`config.mk`:
```
export PLATFORM = sky130hd
export DESIGN_NAME = peer_table_with_aging
export DESIGN_NICKNAME = d
export VERILOG_FILES = /design/src/sv/ptwa_pkg.sv /design/src/sv/ptwa_cell.sv /design/src/sv/ptwa_regs.sv /design/src/sv/peer_table_with_aging.sv
export SDC_FILE = /design/constraint.sdc
export NUM_CORES = 1
export LEC_CHECK = 0
export BUFFER_PORTS_ARGS = -buffer_cell sky130_fd_sc_hd__buf_2
export CAP_MARGIN = 40
export CORE_UTILIZATION = 30
export DETAILED_ROUTE_END_ITERATION = 10
export SETUP_SLACK_MARGIN = 0.4
export SLEW_MARGIN = 40
export SYNTH_ARGS = -nofsm -noshare
export SYNTH_HDL_FRONTEND = slang
export SYNTH_SLANG_ARGS = --single-unit
```
`constraint.sdc`:
```
create_clock -name clk -period 3.5 [get_ports clk]
set_clock_uncertainty 0.05 [all_clocks]
set_input_delay 0.175 -clock clk [delete_from_list [all_inputs] [get_ports clk]]
set_output_delay 0.175 -clock clk [all_outputs]
set_load 0.05 [all_outputs]
```
`src/sv/ptwa_pkg.sv`:
```
// ----------------------------------------------------------------------------
// ptwa_pkg: shared types and constants of the peer table with aging
// Item layouts, table entry layout, event codes and controller states.
// ----------------------------------------------------------------------------
package ptwa_pkg;

  localparam int TABLE_ENTRIES_DEF = 16;
  localparam logic [2:0] LIFETIME_DEF = 3'd6;
  localparam int CFG_ADDR_W = 3;
  localparam logic REG_LIFETIME = 1'b0;

  localparam logic OP_TICK = 1'b0;
  localparam logic OP_ANNOUNCE = 1'b1;

  localparam logic [2:0] EV_NEW = 3'd0;
  localparam logic [2:0] EV_REFRESH = 3'd1;
  localparam logic [2:0] EV_EXPIRED = 3'd2;
  localparam logic [2:0] EV_DROPPED = 3'd3;
  localparam logic [2:0] EV_TICK_DONE = 3'd4;

  typedef struct packed {
    logic        opcode;
    logic [31:0] source_addr;
  } in_item_t;

  typedef struct packed {
    logic [2:0]  event_res;
    logic [31:0] peer_addr;
    logic [4:0]  live_count;
    logic        last;
  } out_item_t;

  typedef struct packed {
    logic        valid;
    logic [2:0]  count;
    logic [31:0] key;
  } entry_t;

  typedef struct packed {
    logic shift;
    logic load;
  } cell_ctrl_t;

  typedef enum logic [1:0] {
    ST_IDLE,
    ST_SCAN,
    ST_FINISH
  } state_t;

endpackage

```
`src/sv/ptwa_cell.sv`:
```
// ----------------------------------------------------------------------------
// ptwa_cell: one table slot of the rotating entry chain
// Holds one entry; takes its neighbor's entry on shift, or a new one on load.
// ----------------------------------------------------------------------------
module ptwa_cell import ptwa_pkg::*; (
  input  logic       clk,
  input  logic       rst,
  input  cell_ctrl_t ctrl,
  input  entry_t     shift_in,
  input  entry_t     load_in,
  output entry_t     q
);

  logic        valid;
  logic [2:0]  count;
  logic [31:0] key;

  always_ff @(posedge clk) begin
    if (rst) begin
      valid <= 1'b0;
      count <= 3'd0;
    end else if (ctrl.load) begin
      valid <= load_in.valid;
      count <= load_in.count;
    end else if (ctrl.shift) begin
      valid <= shift_in.valid;
      count <= shift_in.count;
    end
  end

  always_ff @(posedge clk) begin
    if (ctrl.load) begin
      key <= load_in.key;
    end else if (ctrl.shift) begin
      key <= shift_in.key;
    end
  end

  assign q = '{valid: valid, count: count, key: key};

endmodule

```
`src/sv/ptwa_regs.sv`:
```
// ----------------------------------------------------------------------------
// ptwa_regs: configuration register file
// APB-style write and read access to the lifetime reload register.
// ----------------------------------------------------------------------------
module ptwa_regs import ptwa_pkg::*; (
  input  logic                  clk,
  input  logic                  rst,
  input  logic                  psel,
  input  logic                  penable,
  input  logic                  pwrite,
  input  logic [CFG_ADDR_W-1:0] paddr,
  input  logic [31:0]           pwdata,
  output logic [31:0]           prdata,
  output logic                  pready,
  output logic [2:0]            lifetime
);

  logic wr_en;

  assign pready = 1'b1;
  assign wr_en = psel && penable && pwrite && (paddr[2] == REG_LIFETIME);

  always_ff @(posedge clk) begin
    if (rst) begin
      lifetime <= LIFETIME_DEF;
    end else if (wr_en) begin
      lifetime <= pwdata[2:0];
    end
  end

  always_comb begin
    prdata = 32'd0;
    if (paddr[2] == REG_LIFETIME) begin
      prdata = {29'd0, lifetime};
    end
  end

endmodule

```
`src/sv/peer_table_with_aging.sv`:
```
// ----------------------------------------------------------------------------
// peer_table_with_aging: peer presence table with lifetime aging
// For each item, idle takes the item, then the entry chain rotates one slot
// per cycle past a single update stage while no expiry result is held up, so
// a full pass visits every slot in order, and a final state then issues the
// final result and performs any insert. A result that meets a full output
// register holds the rotation, or the final state, for as long as the
// register stays full. The next item is taken once the final result is in
// the output register.
// Announces reload a known peer, insert an unknown one into the lowest free
// slot, or are dropped when the table is full; ticks age every entry and
// report expiries in slot order, then a tick-done result.
// ----------------------------------------------------------------------------
module peer_table_with_aging import ptwa_pkg::*; #(
  parameter int TABLE_ENTRIES = TABLE_ENTRIES_DEF
) (
  input  logic                  clk,
  input  logic                  rst,
  input  logic                  in_valid,
  output logic                  in_ready,
  input  in_item_t              in_data,
  output logic                  out_valid,
  input  logic                  out_ready,
  output out_item_t             out_data,
  input  logic                  psel,
  input  logic                  penable,
  input  logic                  pwrite,
  input  logic [CFG_ADDR_W-1:0] paddr,
  input  logic [31:0]           pwdata,
  output logic [31:0]           prdata,
  output logic                  pready
);

  localparam int IDX_W = (TABLE_ENTRIES > 1) ? $clog2(TABLE_ENTRIES) : 1;
  localparam int LIVE_W = $clog2(TABLE_ENTRIES + 1);
  localparam logic [IDX_W-1:0] LAST_IDX = IDX_W'(TABLE_ENTRIES - 1);

  state_t state, state_next;

  logic [2:0]        lifetime;
  logic              op;
  logic [31:0]       addr;
  logic [IDX_W-1:0]  idx;
  logic              hit;
  logic              free_found;
  logic [IDX_W-1:0]  free_idx;
  logic [LIVE_W-1:0] live;

  entry_t cells [TABLE_ENTRIES];
  entry_t head;
  entry_t proc_entry;
  entry_t ins_entry;

  logic [2:0]  cnt_dec;
  logic        expire;
  logic        hit_here;
  logic        need_emit;
  logic        out_free;
  logic        advance;
  logic        load_out;
  logic        insert;
  out_item_t   out_next;
  logic [LIVE_W-1:0] live_res;

  function automatic logic [4:0] live_field(input logic [LIVE_W-1:0] v);
    logic [LIVE_W+4:0] w;
    w = (LIVE_W + 5)'(v);
    return w[4:0];
  endfunction

  ptwa_regs u_regs (
    .clk      (clk),
    .rst      (rst),
    .psel     (psel),
    .penable  (penable),
    .pwrite   (pwrite),
    .paddr    (paddr),
    .pwdata   (pwdata),
    .prdata   (prdata),
    .pready   (pready),
    .lifetime (lifetime)
  );

  assign head = cells[0];
  assign ins_entry = '{valid: 1'b1, count: lifetime, key: addr};

  for (genvar i = 0; i < TABLE_ENTRIES; i++) begin : g_cell
    entry_t     sin;
    cell_ctrl_t ctrl;
    if (i == TABLE_ENTRIES - 1) begin : g_tail
      assign sin = proc_entry;
    end else begin : g_mid
      assign sin = cells[i+1];
    end
    assign ctrl.shift = advance;
    assign ctrl.load = insert && (free_idx == IDX_W'(i));
    ptwa_cell u_cell (
      .clk      (clk),
      .rst      (rst),
      .ctrl     (ctrl),
      .shift_in (sin),
      .load_in  (ins_entry),
      .q        (cells[i])
    );
  end

  // update stage at the head of the chain
  always_comb begin
    cnt_dec = head.count - 3'd1;
    expire = (cnt_dec == 3'd0);
    hit_here = head.valid && (head.key == addr);
    proc_entry = head;
    need_emit = 1'b0;
    if (op == OP_TICK) begin
      if (head.valid) begin
        proc_entry.count = cnt_dec;
        proc_entry.valid = !expire;
        need_emit = expire;
      end
    end else if (hit_here) begin
      proc_entry.count = lifetime;
    end
  end

  assign out_free = !out_valid || out_ready;
  assign in_ready = (state == ST_IDLE);

  always_comb begin
    state_next = state;
    case (state)
      ST_IDLE: begin
        if (in_valid) begin
          state_next = ST_SCAN;
        end
      end
      ST_SCAN: begin
        if (advance && idx == LAST_IDX) begin
          state_next = ST_FINISH;
        end
      end
      ST_FINISH: begin
        if (out_free) begin
          state_next = ST_IDLE;
        end
      end
      default: begin
        state_next = ST_IDLE;
      end
    endcase
  end

  always_comb begin
    advance = 1'b0;
    load_out = 1'b0;
    insert = 1'b0;
    live_res = live;
    out_next = '{event_res: EV_TICK_DONE, peer_addr: 32'd0, live_count: 5'd0, last: 1'b1};
    case (state)
      ST_SCAN: begin
        advance = !need_emit || out_free;
        if (need_emit && out_free) begin
          load_out = 1'b1;
          live_res = live - LIVE_W'(1);
          out_next.event_res = EV_EXPIRED;
          out_next.peer_addr = head.key;
          out_next.last = 1'b0;
        end
      end
      ST_FINISH: begin
        load_out = out_free;
        if (op == OP_ANNOUNCE) begin
          out_next.peer_addr = addr;
          if (hit) begin
            out_next.event_res = EV_REFRESH;
          end else if (free_found) begin
            out_next.event_res = EV_NEW;
            live_res = live + LIVE_W'(1);
            insert = out_free;
          end else begin
            out_next.event_res = EV_DROPPED;
          end
        end
      end
      default: begin
      end
    endcase
    out_next.live_count = live_field(live_res);
  end

  always_ff @(posedge clk) begin
    if (rst) begin
      state <= ST_IDLE;
      out_valid <= 1'b0;
      live <= '0;
      idx <= '0;
      hit <= 1'b0;
      free_found <= 1'b0;
    end else begin
      state <= state_next;
      if (load_out) begin
        out_valid <= 1'b1;
        live <= live_res;
      end else if (out_ready) begin
        out_valid <= 1'b0;
      end
      if (in_valid && in_ready) begin
        idx <= '0;
        hit <= 1'b0;
        free_found <= 1'b0;
      end else if (advance) begin
        idx <= idx + IDX_W'(1);
        if (op == OP_ANNOUNCE) begin
          if (hit_here) begin
            hit <= 1'b1;
          end
          if (!head.valid && !free_found) begin
            free_found <= 1'b1;
          end
        end
      end
    end
  end

  always_ff @(posedge clk) begin
    if (in_valid && in_ready) begin
      op <= in_data.opcode;
      addr <= in_data.source_addr;
    end
    if (advance && op == OP_ANNOUNCE && !head.valid && !free_found) begin
      free_idx <= idx;
    end
    if (load_out) begin
      out_data <= out_next;
    end
  end

  a_live_bound: assert property (@(posedge clk) disable iff (rst)
    live <= LIVE_W'(TABLE_ENTRIES))
    else $error("live count above table size");

  a_accept_scan: assert property (@(posedge clk) disable iff (rst)
    in_valid && in_ready |=> state == ST_SCAN && idx == '0)
    else $error("accepted item did not start a pass");

  a_finish_last: assert property (@(posedge clk) disable iff (rst)
    state == ST_FINISH && out_free |=> out_valid && out_data.last && state == ST_IDLE)
    else $error("final result missing at end of item");

  a_expire_dec: assert property (@(posedge clk) disable iff (rst)
    state == ST_SCAN && load_out |=> live == $past(live) - LIVE_W'(1)
      && out_data.event_res == EV_EXPIRED && !out_data.last)
    else $error("expiry report out of step with live count");

  a_insert_free: assert property (@(posedge clk) disable iff (rst)
    insert |-> !hit && live < LIVE_W'(TABLE_ENTRIES))
    else $error("insert into a full table or on a hit");

endmodule
```
==> metrics.md <==
| Metric | Value |
|---|---|
| Status | `finished clean` |
| Number of clock buffers inserted by TritonCTS | `67` |
| Area Growth Syn to Fin | `15.3%` |
| Count of vias placed by the detailed router | `17070` |
| Post-synth top area cell | `sky130_fd_sc_hd__edfxtp_1` |
| Clock Tree Buf Depth | `3` |
| Final hold violation count | `0` |
| Setup repair bufs after CTS | `0` |
| IO Count | `151` |
| Count of H-tree levels built during CTS | `3` |
| Critical register-to-register path endpoint | `g_cell[8].u_cell.key[2]$_DFFE_PP_` |
| Transition time at the pin with the least slew margin | `0.817 ns` |
| Slowest Stage Delay on Critical Path | `0.51 ns` |
| Critical path arrival | `3.13 ns` |
| Switching power total | `4.68 mW` |
| Post-detailed-route wirelength per cell | `21.3 um` |
| Global-route wire length before repair | `109000 um` |
| Ys flop type | `sky130_fd_sc_hd__edfxtp_1` |
| Max-cap violations | `0` |
| Number of antenna cells inserted | `0` |
| Post-detailed-routing wire length | `72800 um` |
| Netlist area before placement | `29200 um^2` |
| Length in cells of the worst reg-to-reg path | `8` |
| TNS Setup | `0 ns` |
| Startpoint of the worst register-to-register path | `state[0]$_SDFFE_PP0P_` |
| Final ANT Viol Nets | `0` |
| Worst path cell trace | `inv_1 -> ha_1 -> and4b_4 -> nand2_4 -> nor3_2 -> nand2_2 -> nand2_2 -> buf_12` |
| Number of port buffers | `89` |
| Part of the power in combinational logic | `9.9%` |
| Sequential area share after synthesis | `66.3%` |
| Leading cell type by number of instances after synthesis | `sky130_fd_sc_hd__edfxtp_1` |
| Most numerous cell on the critical path | `sky130_fd_sc_hd__nand2_2` |
| CTS sink cnt | `671` |
| Number of nets in the final layout | `2176` |
| Setup slack, reg-to-reg | `0.61 ns` |
| Ratio of total power to cell area | `570 nW/um^2` |
| Remaining design rule violation count | `0` |
| Die Width | `314 um` |
| Critical path launch point type | `register` |
| Async S/R FF share, synth | `0%` |
| Hold path start | `pwrite` |
| Sort of element at the end of the critical path | `register` |
| Vertical extent of the die | `314 um` |
| Initial cell density of the core | `30.5%` |
| Kind of cell with the highest combined delay on the critical path | `simple AND/OR/NAND/NOR gates` |
| Global routing usage summed across all routing layers | `14.5%` |
| Fraction of post-synthesis cell area in the top cell type by area | `60.8%` |
| Vias in the first global route | `16985` |
| Biggest area contributors in the synthesized netlist | `sky130_fd_sc_hd__edfxtp_1, sky130_fd_sc_hd__mux2_2, sky130_fd_sc_hd__dfxtp_1` |
| FF+latch count, synth | `671` |
| Setup-violating endpoint count in the final report | `0` |
| Clock insertion delay at the later pin of the skew report | `0.61 ns` |
| Max Transition Viols Final | `0` |
| Worst EP required | `3.74 ns` |
| TritonCTS clock tree | `done` |
| Final clock period utilization by the worst path | `82.6%` |
| Post-DP HPWL | `45100 um` |
| Fraction of layout instances using a drive strength above 1 | `35.8%` |
| RSZ-0062 raised after global routing | `no` |
| Buffer and inverter count on the worst path | `2` |
| Leakage component of the power | `11.7 nW` |
| Commonest cells in the synthesized netlist | `sky130_fd_sc_hd__edfxtp_1, sky130_fd_sc_hd__mux2_2, sky130_fd_sc_hd__nand2_1` |
| Detailed-routing iteration count for the pre-antenna-repair pass | `7` |
| Clock share of power | `37.6%` |
| Library cells used by synthesis | `71` |
| Crit path time final | `2.89 ns` |
| Floorplan core area | `95600 um^2` |
| Maximum achievable frequency | `0.346 GHz` |
| HP Class | `in -> reg` |
| Mapped Cells | `1990` |
| Critical path fanouts, max | `27` |
| Die Outline Area | `98400 um^2` |
| Headroom to the max-slew limit | `45.5%` |
| Classification of the worst setup path | `reg -> reg` |
| Initial antenna violation count | `2` |
| 1st-iter DRT viols | `1507` |
| Sequential cell fraction of total power | `52.5%` |
| Internal portion of total power | `14.5 mW` |
| Vias/cell | `5.00` |
| Worst path setup slack after routing | `0.608 ns` |
| Switching share of total power | `24.5%` |
| Setup Slack @ Placement | `0.600 ns` |
| Maximum number of pins on one net before global-route repair | `45` |
| Syn Area/Cell | `14.7 um^2` |
| Reg clk slew, reported paths | `0.06 ns` |
| Critical-path top delay cell | `sky130_fd_sc_hd__nand2_2` |
| Number of stages on the worst hold path | `4` |
| CTS root buffer | `sky130_fd_sc_hd__clkbuf_16` |
| Final Wtd Congestion | `0.841` |
| Number of enable flip-flop cells after synthesis | `590` |
| Standard-cell rows | `113` |
| Number of warnings issued by yosys | `0` |
| IR Drop Worst-Case VDD | `0.341 mV` |
| Gr ovfl total | `0` |
| Hold endpoint | `u_regs.lifetime[0]$_SDFFE_PP0P_` |
## power by group through the flow
stage	clock (mW)	sequential [mW]	combinational, mW
final	7.19	10.1	1.89
after global routing	7.61	10.1	2.04
after floorplan	0	10.0	1.26
after CTS	7.31	10.1	1.91
after global placement	0	10.2	1.81
after detailed placement	0	10.2	1.86
## timing repair
item / in CTS / in global routing
resized for setup: 0 / 1
endpoints found under the hold margin: 38 / 0
hold buffers: 40 / 0
endpoints found under the setup margin: 0 / 29
## flip-flops by register name, indices dropped and copies added (netlist names)
| register | flops |
|---|---|
| state | 2 |
| g_cell.u_cell.valid | 16 |
| free_found | 1 |
| free_idx | 4 |
| live | 5 |
| hit | 1 |
| g_cell.u_cell.count | 48 |
| idx | 4 |
| u_regs.lifetime | 3 |
| op | 1 |
| out_data | 41 |
| g_cell.u_cell.key | 512 |
| addr | 32 |
| out_valid | 1 |
## worst min-delay path, stage by stage
cell,delay (ns)
sky130_fd_sc_hd__buf_2,0.10
sky130_fd_sc_hd__nand4b_1,0.20
sky130_fd_sc_hd__mux2i_1,0.11
sky130_fd_sc_hd__nor2_1,0.08
## worst max-delay path by stage
stage                           startpoint                            endpoint  slack, ns  cells after the start
finish               state[0]$_SDFFE_PP0P_   g_cell[8].u_cell.key[2]$_DFFE_PP_       0.61                      8
detailed placement   state[0]$_SDFFE_PP0P_  g_cell[8].u_cell.key[14]$_DFFE_PP_       0.60                      8
CTS                  state[0]$_SDFFE_PP0P_  g_cell[8].u_cell.key[14]$_DFFE_PP_       0.58                      8
global placement     state[0]$_SDFFE_PP0P_  g_cell[8].u_cell.key[14]$_DFFE_PP_       0.66                      8
floorplan           out_valid$_SDFFE_PP0P_  g_cell[13].u_cell.key[0]$_DFFE_PP_       0.68                      6
global route         state[0]$_SDFFE_PP0P_   g_cell[8].u_cell.key[2]$_DFFE_PP_       0.42                      8
## cell type report
type / instances / area, um^2
Tap cell: 1265 / 1580
Clock inverter: 35 / 292
Timing Repair Buffer: 216 / 1610
Fill cell: 9116 / 62000
Inverter: 24 / 90.1
Clock buffer: 88 / 1870
Multi-Input combinational cell: 1113 / 8830
Sequential cell: 671 / 19300
## cell usage in the layout, fill, tap and decap left out, types with 3 or more instances in the layout
master and instances:
sky130_fd_sc_hd__dlygate4sd3_1 40, sky130_fd_sc_hd__a21oi_1 9, sky130_fd_sc_hd__and4_1 4, sky130_fd_sc_hd__nand3_2 3, sky130_fd_sc_hd__o21ai_0 45, sky130_fd_sc_hd__clkinv_2 12
sky130_fd_sc_hd__clkinv_1 14, sky130_fd_sc_hd__a311oi_1 48, sky130_fd_sc_hd__clkbuf_8 5, sky130_fd_sc_hd__inv_6 3, sky130_fd_sc_hd__nand2_1 254, sky130_fd_sc_hd__nand3_1 3
sky130_fd_sc_hd__inv_1 23, sky130_fd_sc_hd__nor2b_1 8, sky130_fd_sc_hd__dfxtp_1 81, sky130_fd_sc_hd__nand4_1 6, sky130_fd_sc_hd__clkbuf_1 13, sky130_fd_sc_hd__nand2_2 29
sky130_fd_sc_hd__buf_2 89, sky130_fd_sc_hd__bufinv_16 4, sky130_fd_sc_hd__clkbuf_16 70, sky130_fd_sc_hd__edfxtp_1 590, sky130_fd_sc_hd__a22o_1 32, sky130_fd_sc_hd__ha_1 8
sky130_fd_sc_hd__buf_4 78, sky130_fd_sc_hd__mux2_1 3, sky130_fd_sc_hd__nor2_1 67, sky130_fd_sc_hd__xnor2_1 10, sky130_fd_sc_hd__conb_1 30, sky130_fd_sc_hd__xor2_1 24
sky130_fd_sc_hd__buf_12 9, sky130_fd_sc_hd__nor4_1 4, sky130_fd_sc_hd__o31ai_1 3, sky130_fd_sc_hd__mux2_2 447, sky130_fd_sc_hd__a31oi_1 19
## cell families after synthesis
group	after synthesis	synth area share [%]
XOR/XNOR	35	1.08
other	2	0.0258
AO/OA/AOI/OAI	184	4.63
multiplexers	452	17.4
buffers and inverters	234	4.11
flip-flops	671	66.3
AND/OR/NAND/NOR	404	6.03
adder cells (fa/ha/maj)	8	0.343
## per-layer routing
layer / share of wire, % / GRT usage [%]
met5: 0.037 / 0
met4: 1.7 / 3.36
met3: 6.3 / 2.54
met2: 46 / 22.7
met1: 46 / 21.0
## metrics by stage
step / std cells / instance area [um^2] / total power [mW] / util, % / hold slack (ns)
final: 3412 / 33600 / 19.2 / 35.2 / 0.0678
after global routing: 3412 / 33600 / 19.8 / 35.2 / 0.0867
after CTS: 3412 / 33600 / 19.3 / 35.1 / 0.0368
after detailed placement: 3249 / 31000 / 12.1 / 32.5 / 0.303
after global placement: 3249 / 31000 / 12.0 / 32.5 / 0.301
after floorplan: 2018 / 29300 / 11.3 / - / 0.224
(Power assumes the default switching activity.)
